$ cat config.mk
export PLATFORM = sky130hd
export DESIGN_NAME = c8080_front
export DESIGN_NICKNAME = d
export VERILOG_FILES = /design/src/hdl/c8080_pkg.sv /design/src/hdl/c8080_front.sv
export SDC_FILE = /design/constraint.sdc
export NUM_CORES = 1
export LEC_CHECK = 0
export ABC_AREA = 0
export BUFFER_PORTS_ARGS = -buffer_cell sky130_fd_sc_hd__buf_2
export CORE_UTILIZATION = 40
export DETAILED_ROUTE_END_ITERATION = 12
export PLACE_DENSITY_LB_ADDON = 0.15
export SKIP_LAST_GASP = 1
export SYNTH_ARGS = -nofsm -noshare
export SYNTH_HDL_FRONTEND = slang
export SYNTH_SLANG_ARGS = --single-unit
$ cat constraint.sdc
create_clock -name clk -period 4 [get_ports clk]
set_clock_uncertainty 0.15 [all_clocks]
set_input_delay 0.2 -clock clk [delete_from_list [all_inputs] [get_ports clk]]
set_output_delay 0.2 -clock clk [all_outputs]
set_load 0.05 [all_outputs]
$ cat src/hdl/c8080_pkg.sv
`default_nettype none
// ----------------------------------------------------------------------------
// c8080_pkg: shared types and constants of the 8080 subset execute block
// Holds the word kinds, the queue entry layout, the result layout and the
// opcode codes used by the front and back parts.
// ----------------------------------------------------------------------------
package c8080_pkg;

    // Default memory address width; the memory holds 2**ADDR_BITS bytes.
    localparam int ADDR_BITS_DEF = 16;

    // Depth of the queue between the front and the back part.
    localparam int QUEUE_DEPTH = 2;
    localparam int QPTR_W      = (QUEUE_DEPTH > 1) ? $clog2(QUEUE_DEPTH) : 1;
    localparam int QCNT_W      = $clog2(QUEUE_DEPTH + 1);

    // Operation codes carried in tuser.
    localparam logic [1:0] OPN_WRITE = 2'd0;
    localparam logic [1:0] OPN_EXEC  = 2'd1;
    localparam logic [1:0] OPN_READ  = 2'd2;

    // Classified kind of one input word.
    typedef enum logic [1:0] {
        K_WRITE = 2'd0,
        K_EXEC  = 2'd1,
        K_READ  = 2'd2,
        K_NONE  = 2'd3
    } kind_t;

    // One queued word.
    typedef struct packed {
        kind_t       kind;
        logic [15:0] addr;
        logic [7:0]  wbyte;
    } item_t;

    // Result word, laid out so that the program counter sits in the lowest bits.
    typedef struct packed {
        logic [2:0]  pad;
        logic [7:0]  opcode;
        logic [7:0]  read_byte;
        logic [4:0]  flags;
        logic [7:0]  reg_l;
        logic [7:0]  reg_h;
        logic [7:0]  reg_e;
        logic [7:0]  reg_d;
        logic [7:0]  reg_c;
        logic [7:0]  reg_b;
        logic [7:0]  acc;
        logic [15:0] pc;
    } result_t;

    // Flag bit positions.
    localparam int FLAG_C  = 0;
    localparam int FLAG_P  = 1;
    localparam int FLAG_AC = 2;
    localparam int FLAG_Z  = 3;
    localparam int FLAG_S  = 4;

    // Opcodes that do something; all others behave as one-byte NOPs.
    localparam logic [7:0] OPC_LXI_B  = 8'h01;
    localparam logic [7:0] OPC_STAX_B = 8'h02;
    localparam logic [7:0] OPC_INX_B  = 8'h03;
    localparam logic [7:0] OPC_INR_B  = 8'h04;
    localparam logic [7:0] OPC_DCR_B  = 8'h05;
    localparam logic [7:0] OPC_MVI_B  = 8'h06;
    localparam logic [7:0] OPC_RLC    = 8'h07;
    localparam logic [7:0] OPC_DAD_B  = 8'h09;
    localparam logic [7:0] OPC_LDAX_B = 8'h0A;
    localparam logic [7:0] OPC_DCX_B  = 8'h0B;
    localparam logic [7:0] OPC_INR_C  = 8'h0C;
    localparam logic [7:0] OPC_DCR_C  = 8'h0D;
    localparam logic [7:0] OPC_MVI_C  = 8'h0E;
    localparam logic [7:0] OPC_RRC    = 8'h0F;
    localparam logic [7:0] OPC_LXI_D  = 8'h11;
    localparam logic [7:0] OPC_STAX_D = 8'h12;

    // Sign, zero, aux carry and even parity of an 8-bit result; carry is kept.
    function automatic logic [4:0] szp_flags(input logic [7:0] res, input logic ac,
                                             input logic carry);
        logic [4:0] f;
        f          = '0;
        f[FLAG_S]  = res[7];
        f[FLAG_Z]  = (res == 8'h00);
        f[FLAG_AC] = ac;
        f[FLAG_P]  = ~(^res);
        f[FLAG_C]  = carry;
        return f;
    endfunction

endpackage
`default_nettype wire

$ cat src/hdl/c8080_front.sv
`default_nettype none
// ----------------------------------------------------------------------------
// c8080_front: input side of the 8080 subset execute block
// Accepts input words, classifies the operation and holds them in a short
// queue that the back part drains at its own pace.
// ----------------------------------------------------------------------------
module c8080_front (
    input  wire logic                clk,
    input  wire logic                rst_n,
    input  wire logic                s_axis_tvalid,
    output logic                     s_axis_tready,
    input  wire logic [23:0]         s_axis_tdata,
    input  wire logic [1:0]          s_axis_tuser,
    output logic                     q_valid,
    output c8080_pkg::item_t         q_item,
    input  wire logic                q_pop
);
    import c8080_pkg::*;

    item_t             entry_reg [QUEUE_DEPTH];
    logic [QPTR_W-1:0] wr_ptr_reg, wr_ptr_next;
    logic [QPTR_W-1:0] rd_ptr_reg, rd_ptr_next;
    logic [QCNT_W-1:0] count_reg, count_next;
    item_t             in_item;
    logic              push;
    logic              pop;

    // Classify the incoming word.
    always_comb
    begin
        in_item.addr  = s_axis_tdata[15:0];
        in_item.wbyte = s_axis_tdata[23:16];
        unique case (s_axis_tuser)
            OPN_WRITE: in_item.kind = K_WRITE;
            OPN_EXEC:  in_item.kind = K_EXEC;
            OPN_READ:  in_item.kind = K_READ;
            default:   in_item.kind = K_NONE;
        endcase
    end

    assign s_axis_tready = (count_reg != QCNT_W'(QUEUE_DEPTH));
    assign push          = s_axis_tvalid && s_axis_tready;
    assign pop           = q_pop && q_valid;
    assign q_valid       = (count_reg != '0);
    assign q_item        = entry_reg[rd_ptr_reg];

    // Pointer and fill count update.
    always_comb
    begin
        wr_ptr_next = wr_ptr_reg;
        rd_ptr_next = rd_ptr_reg;
        count_next  = count_reg;
        if (push)
        begin
            wr_ptr_next = (wr_ptr_reg == QPTR_W'(QUEUE_DEPTH - 1)) ? '0 : wr_ptr_reg + 1'b1;
        end
        if (pop)
        begin
            rd_ptr_next = (rd_ptr_reg == QPTR_W'(QUEUE_DEPTH - 1)) ? '0 : rd_ptr_reg + 1'b1;
        end
        if (push && !pop)
        begin
            count_next = count_reg + 1'b1;
        end
        else if (pop && !push)
        begin
            count_next = count_reg - 1'b1;
        end
    end

    always_ff @(posedge clk or negedge rst_n)
    begin
        if (!rst_n)
        begin
            wr_ptr_reg <= '0;
            rd_ptr_reg <= '0;
            count_reg  <= '0;
        end
        else
        begin
            wr_ptr_reg <= wr_ptr_next;
            rd_ptr_reg <= rd_ptr_next;
            count_reg  <= count_next;
        end
    end

    // Queue storage, payload only.
    always_ff @(posedge clk)
    begin
        if (push)
        begin
            entry_reg[wr_ptr_reg] <= in_item;
        end
    end

endmodule
`default_nettype wire

## Yosys cells after proc, flatten, opt, wreduce, memory -nomap -nowiden

Memory sizes are Yosys's and may differ from the RTL's.
Index checks and enable logic that the tools add are counted.

- Bits in registers: 4
- RAM bits: 52
- Logic and storage cells: 27
- Memories kept: 1

- Add/sub/neg operators: 4
- Eq/ne operators: 3
- Muxes and demuxes: 7
- Reduce and logical (&&, ||, !) cells: 9

Memory list:

| name | depth | width | rd ports | clocked after memory_dff | wr ports | line | source |
|---|---|---|---|---|---|---|---|
| entry_reg | 2 | 26 | 1 | 0 | 1 | c8080_front.sv:20 | `item_t entry_reg [QUEUE_DEPTH];` |

Operators with widths:

| cell | number |
|---|---|
| one-hot mux 2 bit (3 select lines) | 1 |
| logical AND 1 bit | 4 |
| 2-to-1 mux 1 bit | 4 |
| 2-to-1 mux 2 bit | 2 |
| nonzero test 2 bit | 2 |
| adder 1 bit (second input constant) | 2 |
| adder 2 x 1 -> 2 bit (second input constant) | 1 |
| == test 2 x 1 -> 1 bit (second input constant) | 1 |
| == test 2 bit (second input constant) | 1 |
| zero test 1 bit | 2 |
| zero test 2 bit | 1 |
| inequality test 2 bit (second input constant) | 1 |
| subtractor 2 x 1 -> 2 bit (second input constant) | 1 |

## Depth between registers and ports, before layout

- Word-level depth: 6
- Mapped depth: 7
- Gate-level depth less buffers: 7

## Worst setup path after synthesis

OpenSTA, ideal clock, no wires.

- Path type: flip-flop to flip-flop
- Start: reg count_reg[0]
- End: mem entry_reg[0][0] (netlist name) (enable)
- Arrival: 2177 ps
- Required time: 3441 ps
- Path slack: 1264 ps
- Cell stages (with the launch flop): 4
- Buffers on the path: 0
- Clock period less this slack: 2736 ps
- Cells stage by stage: dfrtp_1 -> nand2b_1 -> nand2_1 -> nor2_1

- Word-level cells in the longest chain between the ends: 4

RTL lines:

| what | line | source |
|---|---|---|
| start: declaration | c8080_front.sv:23 | `logic [QCNT_W-1:0] count_reg, count_next;` |
| start signal: assignment | c8080_front.sv:83 | `count_reg <= count_next;` |
| inequality test 2 bit | c8080_front.sv:41 | `assign s_axis_tready = (count_reg != QCNT_W'(QUEUE_DEPTH));` |
| net s_axis_tready | c8080_front.sv:11 | `output logic s_axis_tready,` |
| logical AND 1 bit | c8080_front.sv:42 | `assign push = s_axis_tvalid && s_axis_tready;` |
| 2-to-1 mux 1 bit | c8080_front.sv:90 | `if (push)` |
| 2-to-1 mux 1 bit (implied by the code) | c8080_front.sv:92 | `entry_reg[wr_ptr_reg] <= in_item;` |
| end: declaration | c8080_front.sv:20 |  |

The timed path passes the listed nets, and every way through them passes these cells.

==> flow_summary_export.csv <==
group,metric,value,unit
route,postRouteAntennaNets,0,
setup_path,required,3.65,ns
clocking,cts_made_buffers,5,
sta,tns,0,ns
yosys,synthDistinctLibCells,16,
sta,fmax,449,MHz
yosys,syn_inst,101,
clocking,clock_latency,0.30,ns
floorplanning,ioPinCount,58,
clocking,clock_path_buffers,2,
route,wl,3450,um
global_route,grt_use_met2,0.250,
yosys,syn_nets,132,
sta,tightest_slew,0.432,ns
sta,maxSlewHeadroom,0.712,
finish,fillers,436,
finish,final_util,0.556,
sta,hold_viol_final,0,
global_route,grt_pass1_wl,5260,um
power,p_leak,1.16,nW
setup_path,rr_startpoint,"count_reg[0]",
yosys,syn_area,0.00218,mm^2
sta,slew_violations,0,
sta,period_minus_slack,2.23,ns
global_route,top_usage_layer,"met2",
clocking,cts_tree,"done",
floorplanning,die_y,75.8,um
setup_path,endpoint,"q_item[1]",
run_status,status,"complete, no violations",
setup_path,cp_top_family,"buffers and inverters",
clocking,clockRootBuffer,"clkbuf_8",
hold_path,worstHoldPathType,"input port to flop",
hold_path,holdPathStages,3,
route,num_vias,1146,
clocking,cts-resized-gates,0,
global_route,antenna_found_initial,0,
finish,nets,221,
setup_path,cp_max_fo,22,
power,p_per_area,763,mW/mm^2
power,p_seq_frac,0.391,
setup_path,endpoint_kind,"output pin",
global_route,met1_usage,0.130,
clocking,clock-sinks,56,
finish,largest_reg_flops,52,
floorplanning,coreArea,0.00517,mm^2
setup_path,path_class,"flop to output pin",
setup_path,critPathMaxStageDelay,0.53,ns
yosys,synth_seq_cells,56,
floorplanning,start_util,0.421,
finish,insertedDiodeCount,0,
power,switching_power,0.000926,W
setup_path,crit_chain,"buf_4, mux2_2, buf_2",
setup_path,r2r-end,"entry_reg[0][2]",
power,p_int,0.00127,W
floorplanning,fp-row-count,26,
yosys,syn_avg_cell_area,21.6,um^2
power,power.share.clock,0.134,
yosys,yosysSeqAreaShare,0.763,
finish,multi_input_area,457,um^2
place,gp_congestion,0.639,
route,post-route-drc-count,0,
setup_path,rrSetupSlack,2.16,ns
global_route,grt_use_total,0.131,
route,firstDrtPassIters,4,
finish,seqCellArea,0.00166,mm^2
floorplanning,die-area,0.00574,mm^2
clocking,postCtsSetupBuffers,0,
route,wl_per_cell,13.2,um
sta,setup_violations,0,
sta,fin_crit_sh,0.557,
floorplanning,die_w,75.8,um
sta,rsz0062_at_grt,"no",
route,drtIter0Drc,36,
global_route,grt_max_degree,23,
global_route,grt_pass1_vias,1172,
setup_path,crit_cells,3,
setup_path,crit_slowest_cell,"dfrtp_1",
route,routed_via_density,4.39,
setup_path,arrival,1.88,ns
setup_path,crit_buf_inv,2,
place,io_buffers,57,
setup_path,startpoint,"rd_ptr_reg",
global_route,grt.overflow.total,0,
clocking,ctsHoldBuffers,27,
power,p_sw_frac,0.422,
yosys,yosysWarnings,0,
finish,area_delta_synth_final,32.1,%
clocking,htreeDepth,2,
setup_path,startpoint_type,"flop",
flow_run,maxCapViolCount,0,
power,pwr-share-comb,0.475,
place,post-dp-hpwl,2330,um
global_route,grt_use_met3,0.0450,
finish,drive_gt1_frac,0.492,
power,ir_drop,0.366,mV
setup_path,reg2reg_depth,4,
clocking,path_clk_slew,0.09,ns
[per-stage QoR]
step	instances	hold slack (ns)	setup slack, ns	cell area (um^2)	power [W]
finish	261	0.0569	1.77	2880	0.00220
global route	261	0.0554	1.69	2880	0.00230
CTS	261	0.0509	1.74	2880	0.00223
detailed placement	226	-0.133	2.09	2520	0.00191
global placement	226	-0.138	2.15	2520	0.00189
floorplan	101	-0.246	1.26	2180	0.00175
[cell usage in the layout (no fill, tap or decap), drive strengths merged]
cell type	count
xor2	2
dlygate4sd3	27
dfrtp	4
and3	1
clkbuf	6
clkinv	1
or2	1
ha	1
nor2	2
nand2	2
nand2b	1
inv	1
edfxtp	52
xnor2	3
clkinvlp	1
buf	60
mux2	26
[worst register-to-register path, cell delays in order, from the launching register on]
cell and delay (ns):
dfrtp_1 0.41, nand2b_1 0.16, nand2_1 0.12, nor2_2 0.32, buf_4 0.36
[power by group through the flow]
stage	clock (W)	sequential, W	combinational, W
floorplan	0	0.000852	0.000899
global placement	0	0.000867	0.00102
detailed placement	0	0.000874	0.00104
CTS	0.000306	0.000861	0.00106
global route	0.000322	0.000874	0.00110
finish	0.000295	0.000859	0.00104
[layer usage]
layer / part of all wire / wire [um]
met1: 0.39 / 1340
met2: 0.54 / 1870
met3: 0.053 / 184
met4: 0.017 / 57
met5: 0 / 0
[cells by family after synthesis]
kind of cell	count (synthesis)	share of synthesized area
adder cells (fa/ha/maj)	1	0.00574
flip-flops	56	0.763
XOR/XNOR	5	0.0201
buffers and inverters	6	0.0287
AND/OR/NAND/NOR	7	0.0155
multiplexers	26	0.167
[layout make-up]
cell class | count | share of cell area
Inverter | 1 | 0.00130
Clock inverter | 2 | 0.00565
Tap cell | 70 | 0.0304
Clock buffer | 6 | 0.0252
Sequential cell | 56 | 0.578
Multi-Input combinational cell | 39 | 0.159
Timing Repair Buffer | 87 | 0.201
[synthesized netlist by cell type]
| cell type | count | area, um^2 |
|---|---|---|
| nand2b_1 | 1 | 6.26 |
| mux2_4 | 19 | 285 |
| xor2_1 | 2 | 17.5 |
| and3_1 | 1 | 6.26 |
| dfrtp_1 | 4 | 100 |
| nor2_1 | 2 | 7.51 |
| clkbuf_1 | 2 | 7.51 |
| xnor2_1 | 3 | 26.3 |
| nand2_1 | 2 | 7.51 |
| inv_1 | 1 | 3.75 |
| buf_6 | 1 | 11.3 |
| or2_1 | 1 | 6.26 |
| buf_12 | 2 | 40.0 |
| mux2_2 | 7 | 78.8 |
| ha_1 | 1 | 12.5 |
| edfxtp_1 | 52 | 1560 |
[worst min-delay path by stage]
stage	start	end
global placement	rst_n	wr_ptr_reg
detailed placement	rst_n	count_reg[1]
global route	q_pop	rd_ptr_reg
CTS	q_pop	rd_ptr_reg
floorplan	rst_n	count_reg[0]
finish	q_pop	rd_ptr_reg
No activity file was read; power rests on OpenSTA's default activity.
